===== config.mk =====
export PLATFORM = sky130hd
export DESIGN_NAME = playfair_digraph_cipher_top
export DESIGN_NICKNAME = d
export VERILOG_FILES = /design/src/sv/pfc_pkg.sv /design/src/sv/pfc_lane.sv /design/src/sv/pfc_merge.sv /design/src/sv/playfair_digraph_cipher_top.sv
export SDC_FILE = /design/constraint.sdc
export NUM_CORES = 1
export LEC_CHECK = 0
export BUFFER_PORTS_ARGS = -buffer_cell sky130_fd_sc_hd__buf_2
export CAP_MARGIN = 20
export CORE_ASPECT_RATIO = 0.75
export CORE_MARGIN = 2
export CORE_UTILIZATION = 45
export DETAILED_ROUTE_END_ITERATION = 12
export PLACE_DENSITY = 0.74
export SYNTH_ARGS = -nofsm -noshare
export SYNTH_HDL_FRONTEND = slang
export SYNTH_SLANG_ARGS = --single-unit

===== constraint.sdc =====
create_clock -name clk -period 4.8 [get_ports clk]
set_input_delay 0.96 -clock clk [delete_from_list [all_inputs] [get_ports clk]]
set_output_delay 0.96 -clock clk [all_outputs]
set_load 0.005 [all_outputs]

===== src/sv/pfc_pkg.sv =====
// ----------------------------------------------------------------------------
// pfc_pkg
// Types, constants and helpers shared by the Playfair digraph cipher.
// ----------------------------------------------------------------------------
package pfc_pkg;

  localparam int unsigned Dim   = 5;
  localparam int unsigned CodeW = 5;
  localparam int unsigned IdxW  = 3;
  localparam int unsigned CfgW  = 50;
  localparam int unsigned CfgIdxW = 2;

  localparam logic [CfgIdxW-1:0] CfgRows01 = 2'd0;
  localparam logic [CfgIdxW-1:0] CfgRows23 = 2'd1;
  localparam logic [CfgIdxW-1:0] CfgRow4   = 2'd2;

  typedef logic [CodeW-1:0] code_t;
  typedef logic [IdxW-1:0]  idx_t;

  // indexed [row][col]
  typedef code_t [Dim-1:0][Dim-1:0] square_t;

  typedef struct packed {
    logic found;
    idx_t row;
    idx_t col;
  } pos_t;

  // one step around the square, forward on encrypt, back on decrypt
  function automatic idx_t wrap_step(idx_t x, logic dec);
    idx_t y;
    if (dec) begin
      y = (x == '0) ? IdxW'(Dim - 1) : x - IdxW'(1);
    end else begin
      y = (x == IdxW'(Dim - 1)) ? '0 : x + IdxW'(1);
    end
    return y;
  endfunction

endpackage


===== src/sv/pfc_lane.sv =====
// ----------------------------------------------------------------------------
// pfc_lane
// Search lane: compares one letter against all square cells in parallel and
// reports the row and column of the last matching cell in row-major order.
// ----------------------------------------------------------------------------
module pfc_lane (
  input  pfc_pkg::square_t square,
  input  pfc_pkg::code_t   letter,
  output pfc_pkg::pos_t    pos
);
  import pfc_pkg::*;

  always_comb begin
    pos = '0;
    for (int r = 0; r < Dim; r++) begin
      for (int c = 0; c < Dim; c++) begin
        if (square[r][c] == letter) begin
          pos.found = 1'b1;
          pos.row   = IdxW'(r);
          pos.col   = IdxW'(c);
        end
      end
    end
  end

endmodule


===== src/sv/pfc_merge.sv =====
// ----------------------------------------------------------------------------
// pfc_merge
// Merge stage: applies the column, row or rectangle rule to the two lane
// results and reads the new letters from the square, or passes misses through.
// ----------------------------------------------------------------------------
module pfc_merge (
  input  logic             cmd,
  input  pfc_pkg::square_t square,
  input  pfc_pkg::code_t   first_letter,
  input  pfc_pkg::code_t   second_letter,
  input  pfc_pkg::pos_t    pos_a,
  input  pfc_pkg::pos_t    pos_b,
  output pfc_pkg::code_t   first_out,
  output pfc_pkg::code_t   second_out,
  output logic             not_in_square
);
  import pfc_pkg::*;

  idx_t ra_n;
  idx_t ca_n;
  idx_t rb_n;
  idx_t cb_n;

  always_comb begin
    ra_n = pos_a.row;
    ca_n = pos_a.col;
    rb_n = pos_b.row;
    cb_n = pos_b.col;
    if (pos_a.col == pos_b.col) begin
      ra_n = wrap_step(pos_a.row, cmd);
      rb_n = wrap_step(pos_b.row, cmd);
    end else if (pos_a.row == pos_b.row) begin
      ca_n = wrap_step(pos_a.col, cmd);
      cb_n = wrap_step(pos_b.col, cmd);
    end else begin
      ca_n = pos_b.col;
      cb_n = pos_a.col;
    end
  end

  assign not_in_square = !(pos_a.found && pos_b.found);
  assign first_out     = not_in_square ? first_letter  : square[ra_n][ca_n];
  assign second_out    = not_in_square ? second_letter : square[rb_n][cb_n];

endmodule


===== src/sv/playfair_digraph_cipher_top.sv =====
// ----------------------------------------------------------------------------
// playfair_digraph_cipher_top
// Playfair digraph cipher over a keyed 5x5 square held in configuration.
// ----------------------------------------------------------------------------
// One digraph word enters per cycle while the output is not stalled. In the
// accepting cycle two search lanes locate both letters against all 25 cells
// at once and the positions are registered in the search stage; the merge
// stage then applies the rule and the substituted letters are read into the
// output register. Sustained rate is one word per cycle without backpressure;
// the two-stage pipeline holds on backpressure and no reset sweep is needed.
module playfair_digraph_cipher_top (
  input  logic        clk,
  input  logic        rst,
  input  logic        cfg_we,
  input  logic [1:0]  cfg_index,
  input  logic [49:0] cfg_data,
  input  logic        s_axis_tvalid,
  output logic        s_axis_tready,
  input  logic [15:0] s_axis_tdata,   // first_letter[4:0], second_letter[9:5]
  input  logic [0:0]  s_axis_tuser,   // cmd[0]
  output logic        m_axis_tvalid,
  input  logic        m_axis_tready,
  output logic [15:0] m_axis_tdata,   // first_out[4:0], second_out[9:5]
  output logic [0:0]  m_axis_tuser    // not_in_square[0]
);
  import pfc_pkg::*;

  logic [49:0] sq01;
  logic [49:0] sq23;
  logic [24:0] sq4;
  square_t     square;

  logic        s1_valid;
  logic        s1_cmd;
  code_t       s1_first;
  code_t       s1_second;
  pos_t        s1_pos_a;
  pos_t        s1_pos_b;

  pos_t        pos_a_next;
  pos_t        pos_b_next;
  code_t       first_next;
  code_t       second_next;
  logic        miss_next;
  logic        s2_adv;
  logic        s1_adv;

  always_ff @(posedge clk) begin
    if (rst) begin
      sq01 <= '0;
      sq23 <= '0;
      sq4  <= '0;
    end else if (cfg_we) begin
      unique case (cfg_index)
        CfgRows01: sq01 <= cfg_data;
        CfgRows23: sq23 <= cfg_data;
        CfgRow4:   sq4  <= cfg_data[24:0];
        default: ;
      endcase
    end
  end

  always_comb begin
    for (int r = 0; r < Dim; r++) begin
      for (int c = 0; c < Dim; c++) begin
        if (r < 2) begin
          square[r][c] = sq01[CodeW*(r*Dim+c) +: CodeW];
        end else if (r < 4) begin
          square[r][c] = sq23[CodeW*((r-2)*Dim+c) +: CodeW];
        end else begin
          square[r][c] = sq4[CodeW*c +: CodeW];
        end
      end
    end
  end

  pfc_lane u_lane_a (
    .square (square),
    .letter (s_axis_tdata[4:0]),
    .pos    (pos_a_next)
  );

  pfc_lane u_lane_b (
    .square (square),
    .letter (s_axis_tdata[9:5]),
    .pos    (pos_b_next)
  );

  pfc_merge u_merge (
    .cmd           (s1_cmd),
    .square        (square),
    .first_letter  (s1_first),
    .second_letter (s1_second),
    .pos_a         (s1_pos_a),
    .pos_b         (s1_pos_b),
    .first_out     (first_next),
    .second_out    (second_next),
    .not_in_square (miss_next)
  );

  assign s2_adv        = !m_axis_tvalid || m_axis_tready;
  assign s1_adv        = !s1_valid || s2_adv;
  assign s_axis_tready = s1_adv;

  always_ff @(posedge clk) begin
    if (rst) begin
      s1_valid <= 1'b0;
    end else if (s1_adv) begin
      s1_valid <= s_axis_tvalid;
    end
    if (s1_adv && s_axis_tvalid) begin
      s1_cmd    <= s_axis_tuser[0];
      s1_first  <= s_axis_tdata[4:0];
      s1_second <= s_axis_tdata[9:5];
      s1_pos_a  <= pos_a_next;
      s1_pos_b  <= pos_b_next;
    end
  end

  always_ff @(posedge clk) begin
    if (rst) begin
      m_axis_tvalid <= 1'b0;
    end else if (s2_adv) begin
      m_axis_tvalid <= s1_valid;
    end
    if (s2_adv && s1_valid) begin
      m_axis_tdata <= {6'b0, second_next, first_next};
      m_axis_tuser <= miss_next;
    end
  end

  a_accept_fills_s1 : assert property (@(posedge clk) disable iff (rst)
    s_axis_tvalid && s_axis_tready |=> s1_valid)
    else $error("accepted word did not reach search stage");

  a_s1_holds : assert property (@(posedge clk) disable iff (rst)
    s1_valid && !s2_adv |=> s1_valid && $stable(s1_first) && $stable(s1_pos_a))
    else $error("search stage changed while stalled");

  a_miss_passes : assert property (@(posedge clk) disable iff (rst)
    s1_valid && s2_adv && !(s1_pos_a.found && s1_pos_b.found) |=>
    m_axis_tuser[0] && m_axis_tdata[4:0] == $past(s1_first)
    && m_axis_tdata[9:5] == $past(s1_second))
    else $error("absent letter not passed through");

  a_ready_rule : assert property (@(posedge clk) disable iff (rst)
    s_axis_tready == (!s1_valid || !m_axis_tvalid || m_axis_tready))
    else $error("input ready inconsistent with pipeline occupancy");

endmodule

# Yosys cells after proc, flatten, opt, wreduce, memory -nomap -nowiden
# Cells that the tools add are included.
dict set report totals {
  out_inout_bits 19
  word_cells 182
  in_bits 74
  reg_bits 163
}
dict set report classes {
  n_addsub 8
  magnitude_cmp 4
  muxes 76
  n_reduce_logical 20
  n_eq_ne 58
}
# operator n
set ops {}
lappend ops {{5-bit == test} 50}
lappend ops {{6-bit two-way mux} 38}
lappend ops {{25-bit binary-select mux with 3-bit select} 2}
lappend ops {{3-bit two-way mux} 26}
lappend ops {{25-bit two-way mux} 2}
lappend ops {{24-bit OR reduction} 2}
lappend ops {{5-bit binary-select mux with 3-bit select} 2}
lappend ops {{5-bit two-way mux} 4}
lappend ops {{3-bit by 4-bit < comparator with 1-bit output (second input constant)} 4}
lappend ops {{7-bit two-way mux} 2}
lappend ops {{3-bit by 1-bit adder with 3-bit output (second input constant)} 4}
lappend ops {{3-bit == test (second input constant)} 4}
lappend ops {{3-bit logical NOT} 4}
lappend ops {{3-bit by 1-bit subtractor with 3-bit output (second input constant)} 4}
lappend ops {{5-bit OR reduction} 2}
lappend ops {{3-bit == test} 2}
lappend ops {{2-bit AND reduction} 3}
lappend ops {{1-bit logical AND} 3}
lappend ops {{1-bit logical NOT} 3}
lappend ops {{2-bit by 1-bit == test with 1-bit output (second input constant)} 1}
lappend ops {{2-bit == test (second input constant)} 1}
lappend ops {{2-bit logical NOT} 1}
lappend ops {{1-bit logical OR} 2}

# Depth between registers and ports, before layout
# Gate-level depths: netlist (run 1).
dict set report logic_depth {
  ltp_word 25
  depth_mapped 13
  ltp_nobuf 11
}

# By module
# From an unflattened synthesis (run 1), not the netlist that was laid out.
dict set report unflattened {
  cells_unflattened 1502
  area_unflattened_um2 13316.5
}
# mod instances area_per_inst_um2 seq_area_each_um2 cells_per_inst
set modules_own_cells {}
lappend modules_own_cells {playfair_digraph_cipher_top 1 6298.5 3623.5 517}
lappend modules_own_cells {pfc_lane 2 1823.0 0.0 238}
lappend modules_own_cells {pfc_merge 1 3372.0 0.0 509}

# Worst setup path after synthesis (run 1)
# Ideal clock, no wire load.
dict set report synth_timing {
  path_type {register -> register}
  startpoint {register s1_pos_a[1] (netlist bit)}
  endpoint {register m_axis_tdata[2] (data pin)}
  setup_ps 265
  synth_period_minus_slack_ps 3278
  path_slack_ps 1522
  required_ps 4535
  path_buffers 2
  t_arrival_ps 3013
  stages_incl_launch_ff 11
  cell_sequence {edfxtp_1 > xor2_2 > nor3_4 > mux2i_2 > buf_6 > buf_4 > mux2i_1 > o21ai_0 > a211oi_1 > nor3_1 > or3_1}
}
dict set report synth_between {
  elab_chain_cells 8
}
# item line
set synth_lines {}
lappend synth_lines {{from (decl)} playfair_digraph_cipher_top.sv:37} ;# pos_t s1_pos_a;
lappend synth_lines {{from (signal assigned)} playfair_digraph_cipher_top.sv:115} ;# s1_pos_a <= pos_a_next;
lappend synth_lines {{3-bit by 1-bit adder with 3-bit output (tied with other cells)} pfc_pkg.sv:35} ;# y = (x == IdxW'(Dim - 1)) ? '0 : x + IdxW'(1);
lappend synth_lines {{3-bit two-way mux, on equally long branches} {pfc_pkg.sv:35, pfc_pkg.sv:33}}
lappend synth_lines {{3-bit two-way mux} pfc_pkg.sv:32} ;# if (dec) begin
lappend synth_lines {{3-bit two-way mux} pfc_merge.sv:32} ;# end else if (pos_a.row == pos_b.row) begin
lappend synth_lines {{3-bit two-way mux} pfc_merge.sv:29} ;# if (pos_a.col == pos_b.col) begin
lappend synth_lines {{5-bit binary-select mux with 3-bit select *} pfc_merge.sv:42} ;# assign first_out = not_in_square ? first_letter : square[ra_n][ca_n];
lappend synth_lines {{5-bit two-way mux (not written as such) *} pfc_merge.sv:42}
lappend synth_lines {{5-bit two-way mux *} pfc_merge.sv:42}
lappend synth_lines {{named net first_next[2]} playfair_digraph_cipher_top.sv:42} ;# code_t first_next;
lappend synth_lines {{to (signal assigned)} playfair_digraph_cipher_top.sv:127} ;# m_axis_tdata <= {6'b0, second_next, first_next};
lappend synth_lines {{to (decl)} playfair_digraph_cipher_top.sv:23} ;# output logic [15:0] m_axis_tdata,
# The timed path passes the listed nets; every way through them passes the cells marked *. The select of a mux whose other input is x is not followed.
# A chain may end at the register's enable or synchronous reset.

# Final worst setup path (run 1)
dict set report layout_timing {
  startpoint {register s1_pos_a[1] (netlist bit)}
  endpoint {register m_axis_tdata[1] (data pin)}
}
# Same word-level chain as after synthesis.

==> results of run 1 <==
==> power by group through the flow <==
| stage | clock (mW) | combinational [mW] | sequential (mW) |
|---|---|---|---|
| floorplan | 0 | 0.870 | 1.57 |
| global placement | 0 | 1.21 | 1.61 |
| detailed placement | 0 | 1.23 | 1.61 |
| CTS | 1.51 | 1.23 | 1.58 |
| global route | 1.58 | 1.34 | 1.59 |
| finish | 1.51 | 1.26 | 1.58 |
==> cells in the mapped netlist (all sizes together), types with 4 or more instances <==
library cell,instances,share of area
a221o,4,0.0034
xor2,129,0.096
a21oi,137,0.058
nor2b,13,0.0069
nor4,5,0.0026
edfxtp,36,0.091
o211ai,6,0.0038
nand3,56,0.024
o22ai,21,0.011
nand4,5,0.0026
a211oi,20,0.013
o2bb2ai,5,0.0037
nand2b,14,0.0074
nand2,288,0.091
o31ai,6,0.0038
a221oi,5,0.0037
xnor2,129,0.095
a21o,4,0.0025
buf,30,0.015
mux2,4,0.0038
nor3,60,0.027
a222oi,4,0.0034
a22oi,13,0.0082
ha,16,0.017
inv,20,0.0063
nand3b,5,0.0032
dfxtp,127,0.21
a22o,5,0.0037
a211o,4,0.0030
nor2,33,0.010
a31oi,12,0.0063
o21ai,25,0.011
or3,7,0.0037
clkbuf,73,0.023
mux4,18,0.034
and2,4,0.0021
mux2i,70,0.061
==> registers in the layout, indices dropped and copies added (netlist names) <==
name,flops
m_axis_tdata,10
m_axis_tuser,1
m_axis_tvalid,1
s1_cmd,1
s1_first,5
s1_pos_a,7
s1_pos_b,7
s1_second,5
s1_valid,1
sq01,50
sq23,50
sq4,25
==> how the worst max path moves through the flow <==
stage | to | slack, ps
6_report | m_axis_tdata[1]$_DFFE_PP_ | 650
5_1_grt | m_axis_tdata[1]$_DFFE_PP_ | 510
4_1_cts | m_axis_tdata[1]$_DFFE_PP_ | 640
3_5_place_dp | m_axis_tdata[1]$_DFFE_PP_ | 660
3_3_place_gp | m_axis_tdata[1]$_DFFE_PP_ | 710
2_1_floorplan | m_axis_tdata[2]$_DFFE_PP_ | 1520
==> stage by stage <==
stage / hold slack, ps / instances / utilization
3_5_place_dp: 514.1 / 1810 / 0.4836
6_report: 530.7 / 1844 / 0.5095
5_1_grt: 560.2 / 1843 / 0.5094
3_3_place_gp: 499.5 / 1809 / 0.4831
4_1_cts: 533.2 / 1842 / 0.5086
2_1_floorplan: 477.8 / 1455 / -
==> placed cells by master, fill, tap and decap left out, drive strengths merged, types with 7 or more instances in the layout <==
master / instances
nand2: 288
nor3: 60
a211oi: 20
a31oi: 12
mux4: 18
clkbuf: 23
ha: 16
a22oi: 13
edfxtp: 36
nor2: 33
nor2b: 13
nand3: 56
o22ai: 21
inv: 22
nand2b: 14
buf: 115
mux2i: 70
xnor2: 129
xor2: 129
o21ai: 25
dfxtp: 127
or3: 7
a21oi: 137
==> area by class of cell <==
type,instances,area [sq um]
Fill cell,2466,12740
Multi-Input combinational cell,1169,7766
Sequential cell,163,3623
Timing Repair Buffer,115,685.7
Clock buffer,23,510.5
Tap cell,344,430.4
Clock inverter,9,138.9
Inverter,20,75.07
Antenna cell,1,2.502
==> cell families (layout without fill, tap and decap cells) <==
| kind of cell | Yosys count | after routing | share of synthesized area |
|---|---|---|---|
| flip-flops | 163 | 163 | 0.3053 |
| buffers and inverters | 123 | 167 | 0.04469 |
| multiplexers | 92 | 92 | 0.09866 |
| AND/OR/NAND/NOR | 501 | 501 | 0.1875 |
| other | 1 | 7 | 0.0003159 |
| adder cells (fa/ha/maj) | 16 | 16 | 0.01687 |
| AO/OA/AOI/OAI | 296 | 296 | 0.1557 |
| XOR/XNOR | 258 | 258 | 0.1910 |
==> layer usage <==
metal / wire [microns] / global-route usage / vias up
met1: 20380 / 0.4853 / 5443
met4: 728 / 0.08502 / 0
li1: - / - / 5110
met3: 4358 / 0.05522 / 45
met5: 0 / 0 / -
met2: 18660 / 0.4830 / 572
==> tightest hold or removal path, cell delays in order, from the launching register on <==
cell     delay [ps]
dfxtp_1         360
nor2_1           70
nor2_1           70
==> impl_results.md, run 1 <==
- Syn Inst Count: 1450
- CTS tree: yes
- Tot Pwr: 4.351 mW
- Reg-to-Reg Start: s1_pos_a[1]$_SDFFCE_PP0P_
- Max-cap viol count: 0
- Min-delay src: s1_valid$_SDFFE_PP0N_
- Crit path max-delay cell type: mux2i_4
- Slowest cell delay on critical path: 770 ps
- PortBufs: 80
- Chip width: about 190 microns
- TritonCTS buffer count: 17
- CTS Hold Buffers Added: 0
- Hold Path Cell Cnt: 2
- CP arrival: 4320 ps
- Core Rows: 51
- First-pass GRT wire length: 66090 microns
- Status: complete, no violations
- Io pins: between 90 and 100
- P_sw: 1.493 mW
- Max transition margin: 0.2577
- Overall routed net length: 44130 microns
- Grt ovf: 0
- Post-route minimum period: 4148 ps
- Leakage: 5.031 nW
- Layout cells sized above 1: 0.1207
- CP Data Required Time: 4970 ps
- Initial antenna violation count: 1
- Slew @ Worst Pin: 1113 ps
- Period utilization: 0.8641
- R2R cell count: 9
- Die height: around 140 microns
- Crit path launch: s1_pos_a[1]$_SDFFCE_PP0P_
- Synth warn: 0
- Clock Power Share: 0.346
- Clk_lat worst skew: 440 ps
- Pin count of the biggest net entering global routing: 95
- Synth Flop Type: dfxtp_1
- WP buf/inv: 1
- DRC Markers: 0
- Synth async-reset ratio: 0
- Nets: about 1600
- Die area: 0.02771 sq mm
- Switch share: 0.3431
- Crit-path cells: xor2_2 -> nor3_4 -> mux2i_4 -> buf_4 -> mux2i_1 -> o21ai_0 -> a211oi_1 -> nor3_1 -> or3_1
- Synth cell types: 71
- Vias in the first global route: 10250
- Post-CTS Setup Inserts: 0
- Setup WS post-layout: 652.4 ps
- Hold path endpoint: m_axis_tvalid$_SDFFE_PP0P_
- Antenna-violating nets left: 0
- Router iterations before antenna repair: 5
- Setup violators final: 0
- Post-CTS Resized: 0
- 1st-iter DRT viols: around 1300
- Hold Crit Class: register to register
- Combinational fraction of design power: 0.290
- Worst IR Drop VDD: 0.0002603 V
- Maximum clock path buffer count: 2
- Vias: ~11000
- Total GRT Usage: 0.3254
- Seq/Total Area, Yosys: 0.3053
- Internal: approximately 2.9 mW
- Clk slew on worst S/H paths: 70 ps
- Syn Area/Cell: 8.186 sq um
- Flops & latches, synth: between 150 and 200
- Post-synth EDFFs: 36
- Max Freq: 0.2411 GHz
- Core Area: 0.02597 sq mm
- CP startpoint kind: register
- Stages on worst setup path: 9
- Seq pwr share: 0.364
- Critical path fanouts, max: 18
- Power density of the placed cells: 328.8 mW/mm^2
- Synth-to-Final Area Change: 11.48%
- Setup TNS: 0 ps
- End of the worst register-to-register path: m_axis_tdata[1]$_DFFE_PP_
- Crit Path Category: register to register
- Top delay family on crit path: simple AND/OR/NAND/NOR gates
- Clock sinks: 163
- Final hold vios: 0
- H-tree lvl count: 4
- Area after DPL: 0.01256 sq mm
- Routed vias/inst: ~6
- Post-route cell area: about 0.013 sq mm
- Final Max Tran Viols: 0
- Routability cong.: 1.056
- Root buf cell: clkbuf_16
- RSZ-0062 raised after global routing: no
- Drt wl/cell: 23.93 microns
- Pre-CTS setup slack: 659.8 ps
- Skew final: 9.389 ps
- Synthesized area: 0.01187 sq mm
- Reg2Reg Setup Slack: 650 ps
- Starting density of the core: 0.4571
- CP Capture Type: register
- Detailed Place HPWL: 33130 microns
No activity file was read; power rests on OpenSTA's default activity.
==> run 2, diff against run 1 <==
--- a/config.mk
+++ b/config.mk
@@ -11,7 +11,7 @@
 export CORE_MARGIN = 2
 export CORE_UTILIZATION = 45
 export DETAILED_ROUTE_END_ITERATION = 12
-export PLACE_DENSITY = 0.74
+export REMOVE_ABC_BUFFERS = 1
 export SYNTH_ARGS = -nofsm -noshare
 export SYNTH_HDL_FRONTEND = slang
 export SYNTH_SLANG_ARGS = --single-unit
==> impl_results.md, run 2 (same netlist as run 1, synthesis figures left out) <==
- Critical path fanouts, max: 12 (was 18)
- Routed vias/inst: 6.043 (was 6.057)
- Clock sinks: 163 (unchanged)
- Register area: 0.003623 sq mm (unchanged)
- Metal3 WL: 3846 microns (was 4358 microns)
- Vias in the first global route: 10200 (was 10250)
- Worst IR Drop VDD: 0.0002466 V (was 0.0002603 V)
- Antenna-violating nets left: 0 (unchanged)
- Drt wl/cell: 22.65 microns (was 23.93 microns)
- Tot Pwr: 4.124 mW (was 4.351 mW)
- Final Max Tran Viols: 0 (unchanged)
- Clk slew on worst S/H paths: 70 ps (about the same)
- Commonest non-fill, non-tap cell in the layout: nand2_1 (unchanged)
- Post-route minimum period: 4031 ps (was 4148 ps)
- Nets: 1578 (was 1576)
- Leakage: 4.983 nW (was 5.031 nW)
- PortBufs: 80 (unchanged)
- Router iterations before antenna repair: 6 (was 5)
- Max Freq: 0.2481 GHz (was 0.2411 GHz)
- CP arrival: 4260 ps (was 4320 ps)
- Power density of the placed cells: 313.5 mW/mm^2 (was 328.8 mW/mm^2)
- H-tree lvl count: 4 (unchanged)
- RSZ-0062 raised after global routing: no (unchanged)
- Final hold vios: 0 (unchanged)
- CTS Hold Buffers Added: 0 (unchanged)
- Placed insts: 1811 (was 1810)
- Met1 WL: 19420 microns (was 20380 microns)
- Die height: 144.7 microns (unchanged)
- Pin count of the biggest net entering global routing: 87 (was 95)
- TritonCTS buffer count: 17 (unchanged)
- Layout cells sized above 1: 0.1226 (was 0.1207)
- CTS tree: yes (unchanged)
- Max transition margin: 0.3837 (was 0.2577)
- Pre-CTS setup slack: 842.2 ps (was 659.8 ps)
- Area of the multi-input gates: 0.007766 sq mm (unchanged)
- Root buf cell: clkbuf_16 (unchanged)
- Crit Path Category: register to register (unchanged)
- CP Capture Type: register (unchanged)
- Die area: 0.02771 sq mm (unchanged)
- Initial antenna violation count: 0 (was 1)
- Hold slack: 518.6 ps (was 530.7 ps)
- Overall routed net length: 41780 microns (was 44130 microns)
- Met2 WL: 17250 microns (was 18660 microns)
- First-pass GRT wire length: 63060 microns (was 66090 microns)
- CP Data Required Time: 5030 ps (was 4970 ps)
- Highest routed metal layer: met4 (unchanged)
- Setup WS post-layout: 769.3 ps (was 652.4 ps)
- Total GRT Usage: 0.3063 (was 0.3254)
- Layout Cells excl Fill: 1845 (was 1844)
- Status: complete, no violations (unchanged)
- Max-cap viol count: 0 (unchanged)
- Detailed Place HPWL: 30920 microns (was 33130 microns)
- Setup violators final: 0 (unchanged)
- DRC Markers: 0 (unchanged)
- Maximum clock path buffer count: 2 (unchanged)
- Chip width: 191.5 microns (unchanged)
- Setup TNS: 0 ps (unchanged)
- Slew @ Worst Pin: 924.5 ps (was 1113 ps)
- 1st-iter DRT viols: 1224 (was 1317)
- Starting density of the core: 0.4571 (unchanged)
- Hold Crit Class: register to register (unchanged)
- FILL cells: 2527 (was 2466)
- Core Area: 0.02597 sq mm (unchanged)
- Most frequent cells in the layout: nand2_1, a21oi_1, xnor2_1 (unchanged)
- Core Rows: 51 (unchanged)
- Clk_lat worst skew: 450 ps (was 440 ps)
- Routability cong.: 0.9806 (was 1.056)
- ANT cells: 0 (was 1)
- Grt ovf: 0 (unchanged)
- Post-CTS Resized: 0 (unchanged)
- Io pins: 93 (unchanged)
- Post-CTS Setup Inserts: 0 (unchanged)
- Period utilization: 0.8397 (was 0.8641)
- Synth-to-Final Area Change: 10.82% (was 11.48%)
- CP startpoint kind: register (unchanged)
- Skew final: 7.211 ps (was 9.389 ps)
- Regs by FF count: sq01 x50, sq23 x50, sq4 x25 (unchanged)
- Vias: 11150 (was 11170)
[run 2: cell count changes in the layout (fill, tap and decap cells not counted), sizes merged]
cell | before | now
clkbuf | 23 | 17
diode | 1 | 0
clkinvlp | 1 | 6
buf | 115 | 117
bufinv | 3 | 1
inv | 22 | 24
clkinv | 3 | 4
[run 2: per-stage QoR]
stage	util	area (sq um)
after floorplan	-	11430
after CTS	0.5054	13130
final	0.5065	13150
after global routing	0.5065	13150
after global placement	0.4834	12550
after detailed placement	0.4839	12570
[run 2: cell type report]
type                    count  share of cell area
clock buffers              17             0.03234
well taps                 344             0.03272
flip-flops and latches    163              0.2755
multi-input cells        1169              0.5904
clock inverters            15             0.01008
inverters                  20            0.005707
repair buffers            117             0.05327
[run 2: where the power goes]
part	switching (mW)	internal, mW	total (mW)
logic	0.756	0.467	1.22
clock network	0.603	0.715	1.32
registers	0.104	1.48	1.58
total	1.46	2.66	4.12
[run 2: critical path, stage by stage, from the launching register on]
cell      delay [ps]
edfxtp_1         470
xor2_1           560
or3_1            360
o22a_1           530
nand2_1          500
o22ai_1          430
a211oi_1         110
or4b_1           510
a41oi_1          340
[run 2: path summary, 6_finish.rpt]
kind                                   from                          to  slack (ps)  cells after the start
hold / removal        s1_valid$_SDFFE_PP0N_  m_axis_tvalid$_SDFFE_PP0P_         520                      2
setup reg to reg  s1_pos_b[0]$_SDFFCE_PP0P_   m_axis_tdata[5]$_DFFE_PP_         770                      8
setup / recovery  s1_pos_b[0]$_SDFFCE_PP0P_   m_axis_tdata[5]$_DFFE_PP_         770                      8
hold reg to reg       s1_valid$_SDFFE_PP0N_  m_axis_tvalid$_SDFFE_PP0P_         520                      2
[run 2: layer usage]
layer	vias up	track usage
li1	5129	-
met1	5373	0.4542
met2	568	0.4366
met3	79	0.06101
met4	0	0.1101
met5	-	0
